`src/design/combined_lcg_shuffle_rng_core_macros.svh`:
```
// ----------------------------------------------------------------------------
// combined lcg shuffle generator assertion macros
// concurrent check wrappers, empty when synthesising
// ----------------------------------------------------------------------------
`ifndef COMBINED_LCG_SHUFFLE_RNG_CORE_MACROS_SVH
`define COMBINED_LCG_SHUFFLE_RNG_CORE_MACROS_SVH

`ifndef SYNTHESIS
// property must hold at every rising clock edge outside reset
`define CLSR_ASSERT(name, clk, rst_n, prop, msg) \
  name: assert property (@(posedge clk) disable iff (!rst_n) (prop)) else $error(msg);
// condition must never be seen outside reset
`define CLSR_ASSERT_NEVER(name, clk, rst_n, cond, msg) \
  name: assert property (@(posedge clk) disable iff (!rst_n) !(cond)) else $error(msg);
`else
`define CLSR_ASSERT(name, clk, rst_n, prop, msg)
`define CLSR_ASSERT_NEVER(name, clk, rst_n, cond, msg)
`endif

`endif

```
`src/design/clsr_pkg.sv`:
```
// ----------------------------------------------------------------------------
// clsr_pkg
// shared constants, controller states and control buses
// ----------------------------------------------------------------------------
`timescale 1ns / 1ps

package clsr_pkg;

  localparam int unsigned DEV_W  = 31;
  localparam int unsigned PROD_W = 47;
  localparam int unsigned FOLD_W = 32;

  // moduli are 2^31 minus a small offset, which makes folding cheap
  localparam logic [31:0] MOD1 = 32'd2147483563;
  localparam logic [31:0] MOD2 = 32'd2147483399;
  localparam logic [7:0]  OFS1 = 8'd85;
  localparam logic [7:0]  OFS2 = 8'd249;
  localparam logic [15:0] MUL1 = 16'd40014;
  localparam logic [15:0] MUL2 = 16'd40692;

  localparam logic [DEV_W-1:0] GEN1_RST = 31'd1;
  localparam logic [DEV_W-1:0] GEN2_RST = 31'd123456789;

  // reciprocal scaling for the table index estimate
  localparam int unsigned IDX_SHIFT = 38;

  typedef enum logic [2:0] {
    ST_IDLE,
    ST_W_MUL,
    ST_W_FOLD,
    ST_W_RED,
    ST_D_MUL,
    ST_D_FOLD,
    ST_D_RED,
    ST_D_OUT
  } clsr_state_e;

  typedef struct packed {
    logic seed_ld;
    logic mul_en;
    logic fold_en;
    logic red_g1;
    logic red_g2;
    logic warm_wr;
    logic mem_rd;
    logic out_wr;
  } clsr_cmd_t;

  typedef struct packed {
    logic step_zero;
    logic out_pend;
  } clsr_status_t;

  // first fold: high part times offset plus low 31 bits
  function automatic logic [FOLD_W-1:0] fold_prod(input logic [PROD_W-1:0] p,
                                                  input logic [7:0]        ofs);
    return FOLD_W'(p[PROD_W-1:DEV_W]) * FOLD_W'(ofs) + FOLD_W'(p[DEV_W-1:0]);
  endfunction

  // second fold and one conditional subtract
  function automatic logic [DEV_W-1:0] reduce_fold(input logic [FOLD_W-1:0] f,
                                                   input logic [7:0]        ofs,
                                                   input logic [31:0]       m);
    logic [FOLD_W-1:0] t;
    t = FOLD_W'(f[DEV_W] ? ofs : 8'd0) + FOLD_W'(f[DEV_W-1:0]);
    return (t >= m) ? DEV_W'(t - m) : t[DEV_W-1:0];
  endfunction

endpackage

```
`src/design/clsr_ctrl.sv`:
```
// ----------------------------------------------------------------------------
// clsr_ctrl
// sequencer for reseed warm-up and draw steps
// ----------------------------------------------------------------------------
`timescale 1ns / 1ps

module clsr_ctrl (
  input  logic                  clk_i,
  input  logic                  rst_ni,
  input  logic                  in_valid_i,
  input  logic                  reseed_i,
  output logic                  in_stall_o,
  input  logic                  out_stall_i,
  input  clsr_pkg::clsr_status_t status_i,
  output clsr_pkg::clsr_cmd_t   cmd_o
);
  import clsr_pkg::*;

  clsr_state_e state_q, state_d;

  always_ff @(posedge clk_i or negedge rst_ni) begin
    if (!rst_ni) begin
      state_q <= ST_IDLE;
    end else begin
      state_q <= state_d;
    end
  end

  always_comb begin
    state_d    = state_q;
    cmd_o      = '0;
    in_stall_o = 1'b1;
    unique case (state_q)
      ST_IDLE: begin
        in_stall_o = 1'b0;
        if (in_valid_i) begin
          if (reseed_i) begin
            cmd_o.seed_ld = 1'b1;
            state_d       = ST_W_MUL;
          end else begin
            cmd_o.mul_en = 1'b1;
            state_d      = ST_D_FOLD;
          end
        end
      end
      ST_W_MUL: begin
        cmd_o.mul_en = 1'b1;
        state_d      = ST_W_FOLD;
      end
      ST_W_FOLD: begin
        cmd_o.fold_en = 1'b1;
        state_d       = ST_W_RED;
      end
      ST_W_RED: begin
        cmd_o.red_g1  = 1'b1;
        cmd_o.warm_wr = 1'b1;
        state_d       = status_i.step_zero ? ST_D_MUL : ST_W_MUL;
      end
      ST_D_MUL: begin
        cmd_o.mul_en = 1'b1;
        state_d      = ST_D_FOLD;
      end
      ST_D_FOLD: begin
        cmd_o.fold_en = 1'b1;
        state_d       = ST_D_RED;
      end
      ST_D_RED: begin
        cmd_o.red_g1 = 1'b1;
        cmd_o.red_g2 = 1'b1;
        cmd_o.mem_rd = 1'b1;
        state_d      = ST_D_OUT;
      end
      ST_D_OUT: begin
        // commit only once the output register is free
        if (!status_i.out_pend || !out_stall_i) begin
          cmd_o.out_wr = 1'b1;
          state_d      = ST_IDLE;
        end
      end
      default: begin
        state_d = ST_IDLE;
      end
    endcase
  end

endmodule

```
`src/design/clsr_dp.sv`:
```
// ----------------------------------------------------------------------------
// clsr_dp
// generator registers, modular multipliers, shuffle table and output stage
// ----------------------------------------------------------------------------
`timescale 1ns / 1ps

module clsr_dp #(
  parameter int unsigned TABLE_DEPTH = 32
) (
  input  logic                         clk_i,
  input  logic                         rst_ni,
  input  clsr_pkg::clsr_cmd_t          cmd_i,
  output clsr_pkg::clsr_status_t       status_o,
  input  logic [clsr_pkg::DEV_W-1:0]   seed_value_i,
  input  logic                         out_stall_i,
  output logic                         out_valid_o,
  output logic [clsr_pkg::DEV_W-1:0]   deviate_o
);
  import clsr_pkg::*;

  localparam int unsigned IW = $clog2(TABLE_DEPTH);
  localparam int unsigned SW = $clog2(TABLE_DEPTH + 8);
  localparam longint unsigned BUCKET = 64'd1 + (64'(MOD1) - 64'd1) / 64'(TABLE_DEPTH);
  localparam longint unsigned RECIP  = (64'd1 << IDX_SHIFT) / BUCKET;
  localparam int unsigned RECIP_W = $clog2(RECIP + 64'd1);
  localparam int unsigned QP_W    = DEV_W + RECIP_W;

  localparam logic [SW-1:0]      STEP_INIT = SW'(TABLE_DEPTH + 7);
  localparam logic [SW-1:0]      STEP_TD   = SW'(TABLE_DEPTH);
  localparam logic [RECIP_W-1:0] RECIP_C   = RECIP_W'(RECIP);
  localparam logic [31:0]        BUCKET_C  = 32'(BUCKET);
  localparam logic [IW:0]        IDX_MAX   = (IW + 1)'(TABLE_DEPTH - 1);

  logic [DEV_W-1:0]  g1_q, g2_q, last_q;
  logic [PROD_W-1:0] p1_q, p2_q;
  logic [FOLD_W-1:0] f1_q, f2_q;
  logic [IW:0]       q0_q;
  logic [IW-1:0]     idx_q, idx_d;
  logic [SW-1:0]     step_q;
  logic [DEV_W-1:0]  rd_q;
  logic              rd_vld_q;
  logic [TABLE_DEPTH-1:0] vld_q;
  logic [DEV_W-1:0]  dev_q;
  logic              out_vld_q;
  logic [DEV_W-1:0]  tbl_mem [TABLE_DEPTH];

  logic [DEV_W-1:0]  seed_s, seed_m1, seed_m2;
  logic [DEV_W-1:0]  r1, r2;
  logic [QP_W-1:0]   qp;
  logic [31:0]       rem;
  logic [IW:0]       idx_c;
  logic [DEV_W-1:0]  picked;
  logic [31:0]       val32;
  logic [DEV_W-1:0]  dev_d;
  logic              mem_we;
  logic [IW-1:0]     mem_wa;
  logic [DEV_W-1:0]  mem_wd;
  logic              warm_in_tbl;

  // seed clamp and reduction by each modulus
  always_comb begin
    seed_s  = (seed_value_i == '0) ? DEV_W'(1) : seed_value_i;
    seed_m1 = (32'(seed_s) >= MOD1) ? DEV_W'(32'(seed_s) - MOD1) : seed_s;
    seed_m2 = (32'(seed_s) >= MOD2) ? DEV_W'(32'(seed_s) - MOD2) : seed_s;
  end

  assign r1 = reduce_fold(f1_q, OFS1, MOD1);
  assign r2 = reduce_fold(f2_q, OFS2, MOD2);

  // index estimate by reciprocal, then one correction step
  assign qp = QP_W'(last_q) * QP_W'(RECIP_C);
  always_comb begin
    rem   = 32'(last_q) - 32'(q0_q) * BUCKET_C;
    idx_c = (rem >= BUCKET_C) ? q0_q + 1'b1 : q0_q;
    idx_d = (idx_c > IDX_MAX) ? IDX_MAX[IW-1:0] : idx_c[IW-1:0];
  end

  // subtract second generator, fold up on underflow
  always_comb begin
    picked = rd_vld_q ? rd_q : '0;
    if (picked > g2_q) begin
      val32 = 32'(picked) - 32'(g2_q);
    end else begin
      val32 = (MOD1 - 32'd1) - (32'(g2_q) - 32'(picked));
    end
    dev_d = val32[DEV_W-1:0];
  end

  assign warm_in_tbl = cmd_i.warm_wr && (step_q < STEP_TD);
  assign mem_we      = warm_in_tbl || cmd_i.out_wr;
  assign mem_wa      = cmd_i.out_wr ? idx_q : step_q[IW-1:0];
  assign mem_wd      = cmd_i.out_wr ? g1_q : r1;

  always_ff @(posedge clk_i or negedge rst_ni) begin
    if (!rst_ni) begin
      g1_q      <= GEN1_RST;
      g2_q      <= GEN2_RST;
      last_q    <= '0;
      step_q    <= '0;
      vld_q     <= '0;
      out_vld_q <= 1'b0;
    end else begin
      if (cmd_i.seed_ld) begin
        g1_q   <= seed_m1;
        g2_q   <= seed_m2;
        step_q <= STEP_INIT;
      end
      if (cmd_i.red_g1) begin
        g1_q <= r1;
      end
      if (cmd_i.red_g2) begin
        g2_q <= r2;
      end
      if (cmd_i.warm_wr) begin
        step_q <= step_q - 1'b1;
        if (step_q == '0) begin
          last_q <= r1;
        end
      end
      if (mem_we) begin
        vld_q[mem_wa] <= 1'b1;
      end
      if (cmd_i.out_wr) begin
        last_q    <= dev_d;
        out_vld_q <= 1'b1;
      end else if (!out_stall_i) begin
        out_vld_q <= 1'b0;
      end
    end
  end

  // pipeline payload, no reset needed
  always_ff @(posedge clk_i) begin
    if (cmd_i.mul_en) begin
      p1_q <= PROD_W'(g1_q) * PROD_W'(MUL1);
      p2_q <= PROD_W'(g2_q) * PROD_W'(MUL2);
      q0_q <= (IW + 1)'(qp >> IDX_SHIFT);
    end
    if (cmd_i.fold_en) begin
      f1_q  <= fold_prod(p1_q, OFS1);
      f2_q  <= fold_prod(p2_q, OFS2);
      idx_q <= idx_d;
    end
    if (cmd_i.out_wr) begin
      dev_q <= dev_d;
    end
  end

  // shuffle table
  always_ff @(posedge clk_i) begin
    if (mem_we) begin
      tbl_mem[mem_wa] <= mem_wd;
    end
    if (cmd_i.mem_rd) begin
      rd_q     <= tbl_mem[idx_q];
      rd_vld_q <= vld_q[idx_q];
    end
  end

  assign status_o.step_zero = (step_q == '0);
  assign status_o.out_pend  = out_vld_q;
  assign out_valid_o        = out_vld_q;
  assign deviate_o          = dev_q;

endmodule

```
`src/design/combined_lcg_shuffle_rng_core.sv`:
```
// ----------------------------------------------------------------------------
// combined_lcg_shuffle_rng_core
// combined multiplicative generator pair with a shuffle table
// ----------------------------------------------------------------------------
// usage
//   input channel: in_valid_i / in_stall_o carry one request of reseed_i and
//   seed_value_i; a request with reseed_i low draws the next deviate, one with
//   reseed_i high reloads both generators from the seed (zero taken as one),
//   warms the table and then draws
//   output channel: out_valid_o / out_stall_i carry deviate_o, 1..2147483562,
//   exactly one per request
//   a draw runs the three-stage modular multiply (product, first fold, final
//   fold), then the table read, then the table write together with the
//   output register load; a new request is taken only after that write
//   a reseed adds TABLE_DEPTH+8 serial multiplies ahead of the draw
//   in_stall_o is high while a request is being worked on; a new request may
//   be accepted while the last result still waits in the output register
//   if the receiver stalls, the finished result holds and the next draw waits
//   at its final step until the output register frees up
//   reset puts the generators at 1 and 123456789, the last output at zero and
//   every table entry at zero, by per-entry valid bits
// ----------------------------------------------------------------------------
`timescale 1ns / 1ps
`include "combined_lcg_shuffle_rng_core_macros.svh"

module combined_lcg_shuffle_rng_core #(
  parameter int unsigned TABLE_DEPTH = 32
) (
  input  logic                       clk_i,
  input  logic                       rst_ni,
  input  logic                       in_valid_i,
  output logic                       in_stall_o,
  input  logic                       reseed_i,
  input  logic [clsr_pkg::DEV_W-1:0] seed_value_i,
  output logic                       out_valid_o,
  input  logic                       out_stall_i,
  output logic [clsr_pkg::DEV_W-1:0] deviate_o
);
  import clsr_pkg::*;

  clsr_cmd_t    cmd;
  clsr_status_t status;

  // sequencer: walks warm-up and draw steps
  clsr_ctrl u_ctrl (
    .clk_i       (clk_i),
    .rst_ni      (rst_ni),
    .in_valid_i  (in_valid_i),
    .reseed_i    (reseed_i),
    .in_stall_o  (in_stall_o),
    .out_stall_i (out_stall_i),
    .status_i    (status),
    .cmd_o       (cmd)
  );

  // datapath: generators, shuffle table and output register
  clsr_dp #(
    .TABLE_DEPTH (TABLE_DEPTH)
  ) u_dp (
    .clk_i        (clk_i),
    .rst_ni       (rst_ni),
    .cmd_i        (cmd),
    .status_o     (status),
    .seed_value_i (seed_value_i),
    .out_stall_i  (out_stall_i),
    .out_valid_o  (out_valid_o),
    .deviate_o    (deviate_o)
  );

  // a held result must never be overwritten by the next draw
  `CLSR_ASSERT_NEVER(a_no_overwrite, clk_i, rst_ni, cmd.out_wr && out_valid_o && out_stall_i, "result overwritten while stalled")
  // each accepted request closes the input until its work is done
  `CLSR_ASSERT(a_busy_after_accept, clk_i, rst_ni, (in_valid_i && !in_stall_o) |=> in_stall_o, "input open right after a request")
  // delivered deviates stay inside the folded range
  `CLSR_ASSERT(a_dev_range, clk_i, rst_ni, out_valid_o |-> ((deviate_o != '0) && (deviate_o <= 31'd2147483562)), "deviate out of range")

endmodule

```
`config.mk`:
```
export PLATFORM = sky130hd
export DESIGN_NAME = combined_lcg_shuffle_rng_core
export DESIGN_NICKNAME = d
export VERILOG_FILES = /design/src/design/clsr_pkg.sv /design/src/design/clsr_ctrl.sv /design/src/design/clsr_dp.sv /design/src/design/combined_lcg_shuffle_rng_core.sv
export VERILOG_INCLUDE_DIRS = /design/src /design/src/design
export SDC_FILE = /design/constraint.sdc
export NUM_CORES = 2
export LEC_CHECK = 0
export ABC_CLOCK_PERIOD_IN_PS = 9300
export BUFFER_PORTS_ARGS = -buffer_cell sky130_fd_sc_hd__clkbuf_2
export CELL_PAD_IN_SITES_DETAIL_PLACEMENT = 1
export CELL_PAD_IN_SITES_GLOBAL_PLACEMENT = 2
export CORE_MARGIN = 4
export CORE_UTILIZATION = 45
export CTS_BUF_LIST = sky130_fd_sc_hd__clkbuf_16
export DETAILED_ROUTE_END_ITERATION = 10
export GPL_TIMING_DRIVEN = 0
export PLACE_DENSITY_LB_ADDON = 0.1
export SYNTH_ARGS = -nofsm -noshare
export SYNTH_HDL_FRONTEND = slang
export SYNTH_SLANG_ARGS = --single-unit
```
`constraint.sdc`:
```
create_clock -name clk_i -period 9.3 [get_ports clk_i]
set_clock_uncertainty 0.2 [all_clocks]
set_input_delay 1.86 -clock clk_i [delete_from_list [all_inputs] [get_ports clk_i]]
set_output_delay 1.86 -clock clk_i [all_outputs]
set_load 0.01 [all_outputs]
```
==> out/metrics.cfg <==
[die]
rows = 155
die_y_microns = 433
core_area_sq_um = 179000
fp.dieArea_sq_um = 188000
start_util = 0.454
die_x_microns = 433
ioPinCount = 69

[logic_synthesis]
synth.area.top_cells = edfxtp_1 (45%), fa_1 (12%), ha_1 (9.3%)
ys_types = 96
synth-main-ff-cell = edfxtp_1
synth_edf_count = 1220
yosysTopAreaCell = edfxtp_1
post_synth.cell_area_avg_sq_um = 13.6
yosysWarnings = 0
synth.ff_latch_count = 1354
syn_inst = 5984
post-synth-top-area-fraction = 0.450
synthArstFlopShare = 0.0990
synth_area_sq_um = 81400
synth.net_count = 7095
ys_seq_area_frac = 0.491

[timing]
fin_crit_sh = 0.883
tightestPinTransition_ps = 1350
setup_viol = 0
fmaxAchievable_ghz = 0.122
rsz0062_at_grt = no
period_minus_slack_ps = 8210
drv_slew = 0
final_hold_viol_count = 0
slew_headroom = 0.103

[layout]
final_nets = 7378
drive_gt1_frac = 0.130
multi_input_area_sq_um = 38200
mostFrequentLayoutCell = edfxtp_1
final_core_util = 0.510
seq_area_sq_um = 40000
area_growth_syn_to_layout_pct = 12.1
fin_area_sq_um = 91300
nFillCells = 17800
final_cell_mix = edfxtp_1 (1220), inv_1 (842), ha_1 (606), fa_1 (469), nand2_1 (361)

[grt]
grt_pass1_wl_microns = 375000
track_usage = 0.276
antenna_found_initial = 12
grt_max_degree = 97
grt_pass1_vias = 54300
gr-total-overflow = 0

[drt]
wl_per_cell_microns = 29.1
routed_wl_microns = 254000
drt-initial-drc-count = 3929
vias = 50600
first_pass_iters = 5
drc = 0
via_per_inst = 5.78
ant_nets = 0

[flow_run]
max_cap_viol_count = 0

[critical_path]
critical_path_class = reg2reg
cp-start-kind = flip-flop
worstPathMaxFanout = 10
reg2reg_depth = 20
cp_slowest_cell = dfrtp_1
slowest_delay_ps = 910
cp-end-kind = flip-flop
r2r_start = u_dp.g2_q[7]
crit_path_frequent_cell = fa_1
r2r_slack_ps = 1090
r2r_end = u_dp.p2_q[40]
crit_arrival_ps = 8530
crit_chain = fa_1 > ha_1 > inv_1 > fa_1 > fa_1 > fa_1 > inv_1 > fa_1 > ha_1 > o21ai_0 > nor3_1 > a221oi_1 > o211ai_1 > a221oi_1 > o21ai_0 > o41ai_1 > o21ai_0 > a21o_1 > a21oi_1 > xnor2_1
critPathRequiredTime_ps = 9620

[clocking]
clk_pin_slew_ps = 60
worstSkewPairLatency_ps = 800
clockBufferDepth = 3
root_buffer = clkbuf_16
cts-hold-fix-buffers = 0
cts_buffers = 147
cts_tree = yes
cts.repair.resized = 0
post-cts-setup-buffers = 0
cts.sink_count = 1354
htreeDepth = 4

[min_path]
hp-class = reg2reg
hold_end = u_dp.vld_q[7]
min-delay-start = u_dp.vld_q[7]
whs_path_depth = 1

[place]
placed_area_sq_um = 86400
dp_hpwl_microns = 194000
place.port_buffers = 66
routabilityCongestion = 0.892

[run_status]
status = finished clean

state kept, by name, indices dropped and copies added (netlist names), 3 cells and up:
| register | flops |
|---|---|
| u_dp.step_q | 6 |
| u_dp.q0_q | 5 |
| u_dp.vld_q | 32 |
| u_dp.rd_q | 31 |
| u_dp.f1_q | 32 |
| u_dp.p1_q | 46 |
| u_dp.deviate_o | 31 |
| u_dp.tbl_mem | 992 |
| u_dp.f2_q | 32 |
| u_dp.g1_q | 31 |
| u_ctrl.state_q | 3 |
| u_dp.p2_q | 45 |
| u_dp.g2_q | 31 |
| u_dp.idx_q | 5 |
| u_dp.last_q | 30 |
cell type report:
cell class / instances / area share
Clock buffer: 148 / 0.0406
Antenna cell: 9 / 0.000247
Tap cell: 2355 / 0.0323
Timing Repair Buffer: 134 / 0.0186
Buffer: 152 / 0.00655
Multi-Input combinational cell: 3653 / 0.418
Sequential cell: 1354 / 0.438
Inverter: 825 / 0.0339
Clock inverter: 119 / 0.0118
synthesized netlist by cell type (all sizes together), types with 10 or more instances:
| cell type | number |
|---|---|
| a31oi | 31 |
| a211o | 14 |
| nand3 | 82 |
| clkbuf | 116 |
| a22oi | 31 |
| ha | 606 |
| and2 | 24 |
| xnor2 | 192 |
| or2 | 41 |
| nand2 | 364 |
| nor4 | 27 |
| and3 | 46 |
| o22ai | 28 |
| nor2b | 34 |
| nor3 | 63 |
| nor2 | 252 |
| nand4 | 34 |
| buf | 36 |
| or3 | 16 |
| xor2 | 80 |
| o211ai | 18 |
| o31ai | 22 |
| mux4 | 320 |
| a21oi | 258 |
| dfrtp | 117 |
| o21ai | 185 |
| inv | 823 |
| o21bai | 28 |
| mux2 | 11 |
| edfxtp | 1220 |
| a21o | 99 |
| and4 | 10 |
| fa | 469 |
| o21a | 40 |
| dfstp | 17 |
| nand2b | 46 |
| mux2i | 15 |
| a211oi | 34 |
per-stage QoR:
step / worst slack, ps / std cells / TNS [ps] / hold WS (ps)
2_1_floorplan: 984 / 5984 / 0 / 234
3_3_place_gp: -4210 / 8405 / -398070 / 245
3_5_place_dp: 1170 / 8470 / 0 / 252
4_1_cts: 1120 / 8737 / 0 / 268
5_1_grt: 562 / 8744 / 0 / 286
6_report: 1090 / 8749 / 0 / 271
cell families (layout without fill, tap and decap cells):
group,count (synthesis),in the layout,synth area share
mux,346,346,0.0919
xor+xnor,272,272,0.0293
buf+inv,977,1378,0.0453
simple gates,1072,1072,0.0636
compound gates,888,888,0.0701
fa+ha+maj,1075,1075,0.208
other cells,0,9,0
flops,1354,1354,0.491
metal layers:
metal,wire length (microns),vias up,global-route usage,part of all wire
met3,13300,382,0.0381,0.052
met2,125000,1453,0.463,0.49
li1,-,22200,-,-
met1,107000,26500,0.372,0.42
met4,9470,6,0.0932,0.037
met5,40,-,0,0.00016
worst max-delay path by stage:
stage	depth (start not counted)	end	start	slack, ps
2_1_floorplan	4	u_dp.p1_q[10]	u_ctrl.state_q[1]	980
3_3_place_gp	4	u_dp.p2_q[29]	u_ctrl.state_q[1]	-4210
3_5_place_dp	20	u_dp.p2_q[40]	u_dp.g2_q[7]	1170
4_1_cts	20	u_dp.p2_q[40]	u_dp.g2_q[7]	1120
5_1_grt	20	u_dp.p2_q[40]	u_dp.g2_q[7]	560
6_report	20	u_dp.p2_q[40]	u_dp.g2_q[7]	1090
critical path, delay by kind of cell, from the launching register on:
kind	cells	cell delay [ps]
AO/OA/AOI/OAI	9	3180
adder cells (fa/ha/maj)	7	3150
flip-flops	1	910
XOR/XNOR	1	280
buffers and inverters	2	110
AND/OR/NAND/NOR	1	110
Power is not shown: default switching activity piles up to over one toggle a cycle in this logic, so the estimate is an artifact.
